### src/hw/rtl/assert_macros.svh
// assertion macros used by the counters core
`ifndef ASSERT_MACROS_SVH
`define ASSERT_MACROS_SVH
`ifndef ASSERT_OFF
`define ASSERT_PROP(lbl, clk, rstn, prop, msg) \
  lbl: assert property (@(posedge clk) disable iff (!rstn) prop) else $error(msg);
`define ASSERT_NEVER(lbl, clk, rstn, expr, msg) \
  lbl: assert property (@(posedge clk) disable iff (!rstn) !(expr)) else $error(msg);
`else
`define ASSERT_PROP(lbl, clk, rstn, prop, msg)
`define ASSERT_NEVER(lbl, clk, rstn, expr, msg)
`endif
`endif

### src/hw/rtl/fdac_pkg.sv
// types, codes and constants of the flash die access counters
`timescale 1ns / 1ps
package fdac_pkg;
  localparam int MaxDiesDef   = 64;
  localparam int MaxBlocksDef = 1024;
  localparam int MapDepth     = 64;
  localparam int AduW         = 32;
  localparam int PageW        = 16;
  localparam int CtrW         = 64;
  localparam int CfgIdxW      = 2;
  localparam int CfgDataW     = 16;

  localparam logic [15:0] PageAdusRst  = 16'd1;
  localparam logic [6:0]  VdDiesRst    = 7'd1;
  localparam logic [10:0] BlocksRst    = 11'd1024;
  localparam logic        HeatEnRst    = 1'b1;
  localparam logic [6:0]  VdDiesMax    = 7'd64;

  typedef enum logic [1:0] {
    KIND_LOAD, KIND_WRITE, KIND_READ, KIND_QUERY
  } kind_e;

  typedef enum logic [1:0] {
    ST_OK, ST_INVALID, ST_RANGE
  } status_e;

  typedef enum logic [1:0] {
    REG_PAGE_ADUS, REG_VD_DIES, REG_BLOCKS, REG_HEAT_EN
  } cfg_reg_e;

  typedef enum logic [3:0] {
    S_CLEAR, S_IDLE, S_DIV1_GO, S_DIV1_WAIT, S_DIV2_GO, S_DIV2_WAIT,
    S_MAP, S_CNT, S_UPD, S_QRD, S_QCAP, S_DONE
  } state_e;

  typedef struct packed {
    logic             start;
    logic [AduW-1:0]  dividend;
    logic [PageW-1:0] divisor;
  } div_req_t;

  typedef struct packed {
    logic             busy;
    logic             done;
    logic [AduW-1:0]  quot;
    logic [PageW-1:0] rem;
  } div_rsp_t;
endpackage

### src/hw/rtl/fdac_div.sv
// restoring divider, one quotient bit per cycle
`timescale 1ns / 1ps
module fdac_div (
  input  logic               clk_i,
  input  logic               rst_ni,
  input  fdac_pkg::div_req_t req_i,
  output fdac_pkg::div_rsp_t rsp_o
);
  localparam int AW = fdac_pkg::AduW;
  localparam int PW = fdac_pkg::PageW;

  logic          busy_q, done_q;
  logic [4:0]    cnt_q;
  logic [AW-1:0] dvd_q;
  logic [PW-1:0] dvs_q, rem_q;
  logic [PW:0]   trial, diff;
  logic          ge;

  assign trial = {rem_q, dvd_q[AW-1]};
  assign ge    = trial >= {1'b0, dvs_q};
  assign diff  = trial - {1'b0, dvs_q};

  always_ff @(posedge clk_i or negedge rst_ni) begin
    if (!rst_ni) begin
      busy_q <= 1'b0;
      done_q <= 1'b0;
      cnt_q  <= '0;
    end else begin
      done_q <= 1'b0;
      if (req_i.start && !busy_q) begin
        busy_q <= 1'b1;
        cnt_q  <= '0;
      end else if (busy_q) begin
        cnt_q <= cnt_q + 5'd1;
        if (&cnt_q) begin
          busy_q <= 1'b0;
          done_q <= 1'b1;
        end
      end
    end
  end

  always_ff @(posedge clk_i) begin
    if (req_i.start && !busy_q) begin
      dvd_q <= req_i.dividend;
      dvs_q <= req_i.divisor;
      rem_q <= '0;
    end else if (busy_q) begin
      rem_q <= ge ? diff[PW-1:0] : trial[PW-1:0];
      dvd_q <= {dvd_q[AW-2:0], ge};
    end
  end

  assign rsp_o.busy = busy_q;
  assign rsp_o.done = done_q;
  assign rsp_o.quot = dvd_q;
  assign rsp_o.rem  = rem_q;
endmodule

### config.mk
export PLATFORM = sky130hd
export DESIGN_NAME = fdac_div
export DESIGN_NICKNAME = d
export VERILOG_FILES = /design/src/hw/rtl/assert_macros.svh /design/src/hw/rtl/fdac_pkg.sv /design/src/hw/rtl/fdac_div.sv
export SDC_FILE = /design/constraint.sdc
export NUM_CORES = 1
export LEC_CHECK = 0
export ABC_CLOCK_PERIOD_IN_PS = 2900
export BUFFER_PORTS_ARGS = -buffer_cell sky130_fd_sc_hd__buf_2
export CAP_MARGIN = 20
export CORE_ASPECT_RATIO = 1.75
export CORE_MARGIN = 2
export CORE_UTILIZATION = 52
export CTS_BUF_LIST = sky130_fd_sc_hd__clkbuf_16
export DETAILED_ROUTE_END_ITERATION = 8
export PLACE_DENSITY = 0.79
export SYNTH_ARGS = -nofsm -noshare
export SYNTH_HDL_FRONTEND = slang
export SYNTH_SLANG_ARGS = --single-unit
export TNS_END_PERCENT = 50
### constraint.sdc
create_clock -name clk_i -period 2.9 [get_ports clk_i]
set_clock_uncertainty 0.1 [all_clocks]
set_input_delay 0.58 -clock clk_i [delete_from_list [all_inputs] [get_ports clk_i]]
set_output_delay 0.58 -clock clk_i [all_outputs]
set_load 0.02 [all_outputs]
==> metrics <==
fillcell total 533; Remaining DRCs 0; power per cell area 1310 nW/um2; worst hold-check path type input pin to flop; area share of the largest cell type after synthesis 0.394; Comb power frac 0.478; H-tree depth reported by CTS 3; # Post-CTS Setup Buffers 0; Seq pwr share 0.318; met2 WL post-DR 4340 um; uppermost layer routed met4; die area 7750 um2; Root Buffer Master clkbuf_16; most area-consuming cells after synthesis edfxtp_1, dfxtp_1, mux2_1; Yosys Warn Count 0; EDFF count, synth 48; worst stage delay on the critical path 0.48 ns; sequential fraction of the synthesis area 0.529; Tightest Pin Transition 0.661 ns; met3 routed WL 473 um; Die W 67.4 um; clk buf depth 2; DR vias/cell 5.56; post-route ant nets 0; syn_nets 374; ys flop type edfxtp_1; Iter 0 DRT Violations 137; hold-critical path depth 1; min-delay src req_i[8]; VDD IR max 0.738 mV; max cap viols 0; Int Pwr 3.65 mW; Slew HR 0.558; post-synth design cell area 3660 um2; Final Power 6.00 mW; R2R Path Start dvs_q[1]; switching portion of total power 0.393; Mapped Cells 304; mux contribution to synthesized area 0.104; hpwl dp 5910 um; Die Span Y 115 um; worst-path fanout max 16; # setup viols final 0; clock power share 0.204; gr usage total 0.225; maximum clock frequency 376 MHz; Final period util 0.917; ant diodes 0; post-synthesis compound-gate area fraction 0.129; minimum clock period 2.66 ns; Syn Area/Cell 12.0 um2; sw power 2.36 mW; Leak 2.05 nW; Unique masters post-synth 51; Std-Cell Rows 40; CP max stage cell a32o_2; initial core utilization 0.534; fin nets 477; initial antenna violation count 0; Adder-Cell Fraction of Synth Area 0.0670; Arr. time, crit path 2.77 ns; CP startpoint dvs_q[1]; Final GP Congestion 0.874; Synth Area in Simple Gates 0.0927; FF-to-FF setup slack 0.24 ns; RSZ-0062 raised after global routing false; critical-path cell list inv_1 -> ha_1 -> nor2b_1 -> o2111ai_1 -> a21oi_2 -> a211oi_4 -> a32o_2 -> mux2i_1 -> a22o_1; WL final 8070 um; CP Data Required Time 3.02 ns; largest net degree at the start of global routing 50; total gr overflow 0; type of destination of the critical path flop; r2r endpoint rem_q[0]; first-pass GRT wire length 13100 um; ys async rst share 0.0986; port bufs 100; Inserted Clock Buffers 9; Yosys top cell by area edfxtp_1; R2R cell count 9; register bit total from synthesis 71; vias in the first global route 2857; wire length on met1 3060 um; Layout Area Growth over Synthesis 25.4%; Clk pin slew, worst setup/hold paths 0.06 ns; clk_lat worst skew 0.33 ns; post-synthesis xor/xnor area fraction 0.0383; sinks on the clock net 71; fin. max-slew vios 0; status completed; Total Neg Setup Slack 0 ns; TritonCTS clock tree done; main combinational cell family by area after synthesis compound AO/OA/AOI/OAI gates; Core Area 6860 um2; Critical Path Sink rem_q[0]; layout cells sized above 1 0.337; IO Pins 101; Routed WL per cell 16.3 um; type of the worst setup path flop to flop; CP Launch Type flop; Pre-antenna DRT Iters 4; via count 2758; final hold vios 0
[cell usage in the layout (no fill, tap or decap), types with 3 or more instances in the layout]
master,n
a21oi_1,11
a22o_1,6
a32oi_1,8
and3_1,4
buf_2,100
buf_4,4
bufinv_16,3
clkbuf_16,9
dfrtp_1,7
dfxtp_1,16
edfxtp_1,48
ha_1,18
inv_1,21
mux2_1,21
mux2_2,11
nand2_1,17
nand3_1,17
nor2_1,16
o21a_1,6
o21ai_0,5
o21ai_1,7
xnor2_1,8
xor2_1,8
[synthesized netlist by cell type, types with 8 or more instances]
master	count
edfxtp_1	48
mux2_1	21
ha_1	18
inv_1	18
nand2_1	17
nand3_1	17
dfxtp_1	16
nor2_1	16
a21oi_1	11
mux2_2	11
clkbuf_1	10
a32oi_1	8
xnor2_1	8
xor2_1	8
[final cells by class]
type / count / area [um2] / share of cell area
clock buffers: 9 / 225 / 0.0491
clock inverters: 7 / 105 / 0.0229
inverters: 19 / 71.3 / 0.0155
multi-input cells: 200 / 1580 / 0.345
flip-flops and latches: 71 / 1940 / 0.422
well taps: 84 / 105 / 0.0229
repair buffers: 106 / 561 / 0.122
[sequential cells by signal (all words and copies together), names as in the netlist]
| name | cells |
|---|---|
| dvd_q | 32 |
| dvs_q | 16 |
| rem_q | 16 |
| cnt_q | 5 |
| busy_q | 1 |
| done_q | 1 |
[cells by family after synthesis]
kind of cell    after synthesis
compound gates               63
xor+xnor                     16
fa+ha+maj                    19
buf+inv                      33
flops                        71
mux                          34
simple gates                 68
[per-layer routing]
metal | vias up | global-route usage
met5 | - | 0
met4 | 0 | 0.102
met3 | 18 | 0.0616
met2 | 101 | 0.383
met1 | 1305 | 0.257
li1 | 1334 | -
[power by group through the flow]
stage | registers [mW] | clock network [mW] | logic [mW]
2_1_floorplan | 2.31 | 0 | 1.69
3_3_place_gp | 1.90 | 0 | 2.80
3_5_place_dp | 1.92 | 0 | 2.87
4_1_cts | 1.91 | 1.24 | 2.88
5_1_grt | 1.96 | 1.27 | 3.13
6_report | 1.91 | 1.22 | 2.87
[worst min path at each step]
stage / end / slack, ns
after floorplan: busy_q / 0.18
after global placement: cnt_q[4] / 0.32
after detailed placement: cnt_q[2] / 0.32
after CTS: dvs_q[12] / 0.32
after global routing: dvs_q[12] / 0.32
final: dvs_q[8] / 0.32
[what timing repair did]
item / 4_1_cts / 5_1_grt
gates resized for setup: 0 / 0
endpoints found under the hold margin: 7 / 0
endpoints found under the setup margin: 0 / 0
hold buffers: 1 / 0
[worst max-delay path, delay by kind of cell, from the launching register on]
kind | cells | cell delay, ns
mux | 1 | 0.13
fa+ha+maj | 1 | 0.22
compound gates | 5 | 1.44
flops | 1 | 0.42
simple gates | 1 | 0.15
buf+inv | 1 | 0.08
[stage by stage]
| stage | utilization | hold slack (ns) | instance area (um2) | setup slack (ns) | cells |
|---|---|---|---|---|---|
| after floorplan | - | 0.184 | 3660 | 0.476 | 304 |
| after detailed placement | 0.619 | 0.321 | 4250 | 0.263 | 479 |
| after CTS | 0.669 | 0.318 | 4590 | 0.240 | 496 |
| after global routing | 0.669 | 0.319 | 4590 | 0.0190 | 496 |
| final | 0.669 | 0.325 | 4590 | 0.242 | 496 |
| after global placement | 0.619 | 0.315 | 4250 | 0.345 | 479 |
Power figures use the tool's default switching activity.
