`config.mk`:
```
export PLATFORM = sky130hd
export DESIGN_NAME = fdac_ram
export DESIGN_NICKNAME = d
export VERILOG_FILES = /design/src/hw/rtl/assert_macros.svh /design/src/hw/rtl/fdac_ram.sv
export SDC_FILE = /design/constraint.sdc
export NUM_CORES = 1
export LEC_CHECK = 0
export ABC_AREA = 1
export BUFFER_PORTS_ARGS = -buffer_cell sky130_fd_sc_hd__buf_2
export CAP_MARGIN = 20
export CORE_UTILIZATION = 55
export DETAILED_ROUTE_END_ITERATION = 6
export PLACE_DENSITY = 0.71
export SYNTH_ARGS = -nofsm -noshare
export SYNTH_HDL_FRONTEND = slang
export SYNTH_SLANG_ARGS = --single-unit
export TNS_END_PERCENT = 50
```
`constraint.sdc`:
```
create_clock -name clk_i -period 2.26 [get_ports clk_i]
set_input_delay 0.226 -clock clk_i [delete_from_list [all_inputs] [get_ports clk_i]]
set_output_delay 0.226 -clock clk_i [all_outputs]
set_load 0.02 [all_outputs]
```
`src/hw/rtl/assert_macros.svh`:
```
// assertion macros used by the counters core
`ifndef ASSERT_MACROS_SVH
`define ASSERT_MACROS_SVH
`ifndef ASSERT_OFF
`define ASSERT_PROP(lbl, clk, rstn, prop, msg) \
  lbl: assert property (@(posedge clk) disable iff (!rstn) prop) else $error(msg);
`define ASSERT_NEVER(lbl, clk, rstn, expr, msg) \
  lbl: assert property (@(posedge clk) disable iff (!rstn) !(expr)) else $error(msg);
`else
`define ASSERT_PROP(lbl, clk, rstn, prop, msg)
`define ASSERT_NEVER(lbl, clk, rstn, expr, msg)
`endif
`endif

```
`src/hw/rtl/fdac_ram.sv`:
```
// generic single write port ram with registered read
`timescale 1ns / 1ps
module fdac_ram #(
  parameter int Width = 8,
  parameter int Depth = 64
) (
  input  logic                     clk_i,
  input  logic                     we_i,
  input  logic [$clog2(Depth)-1:0] waddr_i,
  input  logic [Width-1:0]         wdata_i,
  input  logic [$clog2(Depth)-1:0] raddr_i,
  output logic [Width-1:0]         rdata_o
);
  logic [Width-1:0] mem_q [Depth];

  always_ff @(posedge clk_i) begin
    if (we_i) begin
      mem_q[waddr_i] <= wdata_i;
    end
    rdata_o <= mem_q[raddr_i];
  end
endmodule

```
==> impl_metrics.json, run 1 <==
{
  "min_from": "raddr_i[5]",
  "dieArea_um2": 39600,
  "initial_core_util_pct": 56.3,
  "fin_worst_skew_ns": 0.0297,
  "stdcell_area_um2": 24000,
  "drive_gt1_share_pct": 11.3,
  "synthCells": 1805,
  "fin_total_pwr_uw": 19900,
  "rsz0062_at_grt": "no",
  "hp-class": "in -> reg",
  "outcome": "finished, final reports clean",
  "multi_input_area_um2": 4950,
  "grt_max_degree": 98,
  "cts_tree": "built",
  "path_clk_slew_ns": 0.06,
  "portBuffers": 29,
  "max_cap_viol_count": 0,
  "relSlewSlack_pct": 42.5,
  "clock_path_buffers": 3,
  "ant_nets": 0,
  "placed_cells": 2347,
  "syn-num-nets": 1827,
  "nets": 1912,
  "critical_path_buf_inv_count": 1,
  "synthTopCellsByArea": "edfxtp_1, nand2_1, nand3_1, buf_6, nor2_1",
  "clock_latency_ns": 0.59,
  "drc": 0,
  "yosysSeqAreaShare_pct": 72.8,
  "postCtsSetupRepairBufs": 0,
  "std_cell_rows": 71,
  "seq_area_um2": 15500,
  "cellPowerDensity_nw_per_um2": 831,
  "finalHoldViolCount": 0,
  "io_pins": 30,
  "h-tree-depth": 2,
  "cts_buffers": 51,
  "crit_end": "rdata_o[2]",
  "r2r_start": "mem_q[54][5]",
  "via_count": 14466,
  "cp_max_fo": 1,
  "place_congestion": 0.894,
  "avgViaCountPerCell": 5.92,
  "startpoint": "rdata_o[2]",
  "setup_tns_ns": 0,
  "crit_slowest_cell": "dfxtp_1",
  "fill_cells": 2868,
  "synthesis.area_um2": 21300,
  "r2r_cells": 8,
  "ctsHoldBuffers": 1,
  "p_leak_uw": 0.00881,
  "timing.final.ws_setup_ns": 0.814,
  "dr.first_iter.drc_count": 1890,
  "die_height_um": 199,
  "finalCritPeriodShare_pct": 64.0,
  "vdd_drop_max_v": 0.000658,
  "die_w_um": 199,
  "yosysWarningCount": 0,
  "regToRegSetupSlack_ns": 0.92,
  "cp_num_cells": 1,
  "synth_largest_area_cell": "edfxtp_1",
  "cp-start-kind": "flip-flop",
  "cp_top_family": "flip-flops",
  "avgRoutedWirePerCell_um": 21.8,
  "area_growth_pct": 12.3,
  "setup_viol": 0,
  "period_needed_ns": 1.45,
  "max_freq_ghz": 0.692,
  "pre_cts_ws_ns": 0.299,
  "overflow": 0,
  "ys_ff_latch": 520,
  "worst_slew_pin_slew_ns": 0.863,
  "reg2reg_to": "rdata_o[5]",
  "grt_pass1_vias": 13882,
  "clock-sinks": 520,
  "cts_root_buffer": "clkbuf_16",
  "critPathArrivalTime_ns": 1.22,
  "grt_pass1_wl_um": 81600,
  "netlist.area_leader.share_pct": 72.0,
  "drt_wl_total_um": 53300,
  "final_cells": 2443,
  "grt_usage_pct": 27.7,
  "path_cells": "buf_2",
  "ctsResizeCount": 0,
  "dp_hpwl_um": 31000,
  "syn_area_per_cell_um2": 11.8,
  "synth_cell_types": 16,
  "cp_slowest_stage_delay_ns": 0.41,
  "crit_path_end_kind": "output pin",
  "antenna_found_initial": 1,
  "dr.pass1.iters": 5,
  "crit_type": "reg -> out",
  "coreArea_um2": 37900,
  "slew_violations": 0,
  "worstPathRequired_ns": 2.03,
  "dpl_cell_area_um2": 22400
}
==> synth_stat cells (all sizes together) <==
library cell	n
dfxtp	8
nand3	439
edfxtp	512
nor4	8
nand2	648
nor2	56
nand4	9
clkbuf	15
buf	98
inv	12
==> power by group <==
| group | leakage [uW] | switching, uW | internal (uW) | total [uW] |
|---|---|---|---|---|
| sequential | 0.00467 | 35.2 | 10700 | 10700 |
| combinational | 0.00337 | 964 | 356 | 1320 |
| clock | 0.000759 | 3490 | 4400 | 7890 |
| total | 0.00881 | 4490 | 15400 | 19900 |
==> final cells by class <==
class / count / area share [%]
repair buffers: 145 / 5.24
inverters: 12 / 0.219
clock inverters: 23 / 0.658
flip-flops and latches: 520 / 64.8
well taps: 511 / 2.67
multi-input cells: 1160 / 20.6
diodes: 1 / 0.0104
clock buffers: 71 / 5.76
==> metal layers <==
layer | vias to the layer above | GRT usage [%] | share of wire [%]
li1 | 6522 | - | -
met1 | 7059 | 40.6 | 41
met2 | 779 | 43.4 | 47
met3 | 106 | 3.54 | 9.3
met4 | 0 | 9.12 | 2.6
met5 | - | 0 | 0
==> logic make-up (layout without fill, tap and decap cells) <==
kind of cell           after synthesis  in the layout  synth area share, %
AND/OR/NAND/NOR                   1160           1160                 23.2
other                                0              1                    0
flip-flops                         520            520                 72.8
buffers and inverters              125            251                 4.02
==> through the flow <==
| step | hold WS (ns) | util, % |
|---|---|---|
| after global placement | 0.479 | 59.1 |
| after global routing | 0.0620 | 63.2 |
| after CTS | 0.0221 | 63.2 |
| final | 0.0510 | 63.2 |
| after floorplan | 0.325 | - |
| after detailed placement | 0.477 | 59.1 |
==> state kept, by name (all words and copies together), names as in the netlist <==
name and cells:
mem_q 512, rdata_o 8
==> placed cells by master, fill, tap and decap left out <==
cell type      instances
nand2_1              648
edfxtp_1             512
nand3_1              439
buf_4                 98
nor2_1                56
clkbuf_16             51
buf_2                 27
buf_12                18
clkbuf_1              17
clkinv_2              11
inv_1                  9
nand4_1                9
nor4_1                 8
dfxtp_1                8
clkinv_1               5
inv_6                  4
clkbuf_8               4
diode_2                1
inv_4                  1
inv_2                  1
inv_8                  1
clkinv_4               1
clkinvlp_4             1
bufinv_16              1
dlygate4sd3_1          1
==> worst min path at each step <==
stage                   endpoint  slack [ns]  cells past startpoint
finish                rdata_o[1]        0.05                      3
detailed placement  mem_q[37][3]        0.48                      1
floorplan            mem_q[0][0]        0.32                      0
global route          rdata_o[3]        0.06                      3
CTS                   rdata_o[1]        0.02                      3
global placement    mem_q[37][3]        0.48                      1
Note: power is estimated with default switching activity, not from simulation.
==> run 2: changes to the inputs <==
--- a/config.mk
+++ b/config.mk
@@ -10,7 +10,7 @@
 export CAP_MARGIN = 20
 export CORE_UTILIZATION = 55
 export DETAILED_ROUTE_END_ITERATION = 6
-export PLACE_DENSITY = 0.71
+export PLACE_DENSITY = 0.74
 export SYNTH_ARGS = -nofsm -noshare
 export SYNTH_HDL_FRONTEND = slang
 export SYNTH_SLANG_ARGS = --single-unit
==> constraint.sdc (replaced) <==
create_clock -name clk_i -period 1.21 [get_ports clk_i]
set_input_delay 0.121 -clock clk_i [delete_from_list [all_inputs] [get_ports clk_i]]
set_output_delay 0.121 -clock clk_i [all_outputs]
set_load 0.02 [all_outputs]
==> impl_metrics.json, run 2 (synthesized netlist as in run 1, its figures left out) <==
{
  "outcome": "finished, final reports clean",
  "clock_path_buffers": 3,
  "dieArea_um2": 39600,
  "vdd_drop_max_v": 0.000899,
  "place_congestion": 0.911,
  "cp_slowest_stage_delay_ns": 0.35,
  "cts_root_buffer": "clkbuf_16",
  "max_freq_ghz": 0.828,
  "die_w_um": 199,
  "num_antenna_cells": 0,
  "multi_input_area_um2": 5730,
  "drt_wl_total_um": 53700,
  "io_pins": 30,
  "coreArea_um2": 37900,
  "fin_worst_skew_ns": 0.0129,
  "fin_total_pwr_uw": 37800,
  "portBuffers": 29,
  "top_regs": "mem_q (512), rdata_o (8)",
  "dr.first_iter.drc_count": 1709,
  "clock_latency_ns": 0.57,
  "initial_core_util_pct": 56.3,
  "overflow": 0,
  "nets": 1951,
  "top_register": "mem_q",
  "dpl_cell_area_um2": 23100,
  "finalCritPeriodShare_pct": 99.8,
  "hp-class": "in -> reg",
  "slew_violations": 0,
  "dp_hpwl_um": 31400,
  "crit_type": "reg -> reg",
  "largest_register_ffs": 512,
  "seq_area_um2": 15500,
  "area_growth_pct": 18.8,
  "die_height_um": 199,
  "max_cap_viol_count": 0,
  "worst_slew_pin_slew_ns": 0.792,
  "via_count": 14616,
  "critPathMostFrequentCell": "nand2_1",
  "cts_buffers": 51,
  "drc": 0,
  "crit_slowest_cell": "edfxtp_1",
  "rsz0062_at_grt": "yes",
  "avgRoutedWirePerCell_um": 21.6,
  "final_cell_mix": "nand2_1, edfxtp_1, nand3_1, buf_4, nand3_2",
  "cp_max_fo": 1,
  "crit_path_end_kind": "flip-flop",
  "cp_top_family": "simple AND/OR/NAND/NOR gates",
  "ant_nets": 0,
  "final_common_cell": "nand2_1",
  "avgViaCountPerCell": 5.89,
  "final_util_pct": 66.8,
  "cellPowerDensity_nw_per_um2": 1490,
  "setup_viol": 0,
  "grt_usage_pct": 27.5,
  "relSlewSlack_pct": 47.0,
  "dr.pass1.iters": 6,
  "drive_gt1_share_pct": 21.1,
  "critPathArrivalTime_ns": 1.67,
  "grt_max_degree": 65,
  "std_cell_rows": 71,
  "finalHoldViolCount": 0,
  "grt_pass1_wl_um": 80800,
  "p_leak_uw": 0.00930,
  "critical_path_buf_inv_count": 0,
  "h-tree-depth": 2,
  "path_cells": "nand2_1 > nand3_2 > nand3_2 > nand2_1 > nand2_1 > nand3_4 > nand3_2 > nand2_1",
  "antenna_found_initial": 1,
  "period_needed_ns": 1.21,
  "clock-sinks": 520,
  "cts_tree": "built",
  "path_clk_slew_ns": 0.06,
  "grt_pass1_vias": 14007,
  "worstPathRequired_ns": 1.67,
  "setup_tns_ns": 0,
  "fill_cells": 2626,
  "cp-start-kind": "flip-flop",
  "stdcell_area_um2": 25400,
  "regToRegSetupSlack_ns": 0.003
}
run 2: cell types whose count changed in the layout (fill, tap and decap cells not counted), sizes merged:
cell         previous run  this run
dlygate4sd3             1         3
clkinvlp                1         2
diode                   1         0
buf                   143       181
inv                    16        12
clkbuf                 72        65
clkinv                 17        27
run 2: worst paths after layout:
kind           startpoint     endpoint  cells past startpoint
max          mem_q[59][4]   rdata_o[4]                      8
min            wdata_i[3]  mem_q[6][3]                      2
max reg2reg  mem_q[59][4]   rdata_o[4]                      8
min reg2reg  mem_q[14][4]   rdata_o[4]                      8
run 2: per-stage QoR:
step | setup slack, ns | hold WS (ns) | cells
4_1_cts | -0.0145 | -0.0830 | 2480
2_1_floorplan | -0.464 | 0.220 | 1805
3_5_place_dp | -0.445 | 0.501 | 2384
6_report | 0.00282 | 0.0665 | 2482
3_3_place_gp | -0.442 | 0.497 | 2384
5_1_grt | -0.0444 | 0.0713 | 2482
run 2: cell type report:
type	instances	share of cell area, %
clock buffers	65	5.45
multi-input cells	1160	22.6
repair buffers	184	7.17
clock inverters	30	0.676
flip-flops and latches	520	61.3
inverters	12	0.281
well taps	511	2.52
run 2: repair_timing:
item / 4_1_cts / 5_1_grt
buffers inserted: 0 / 0
hold endpoints to repair: 19 / 8
hold buffers: 1 / 2
setup endpoints to repair: 14 / 9
pin swaps: 3 / 56
gates resized for setup: 34 / 118
run 2: per-layer routing:
metal  track usage, %  share of wire, %
met5                0             0.020
met4             11.1               3.3
met3             4.80               9.4
met2             43.9                48
met1             37.8                39
run 2: report_power, final:
group          switching, uW  leakage [uW]  internal, uW  total, uW
logic                   2010       0.00385           948       2960
registers               60.6       0.00467         19900      20000
clock network           6540      0.000772          8270      14800
total                   8610       0.00930         29200      37800
run 2: worst reg2reg max path, delay by kind of cell (launching register included):
family | cells | cell delay, ns
flops | 1 | 0.35
simple gates | 8 | 0.74
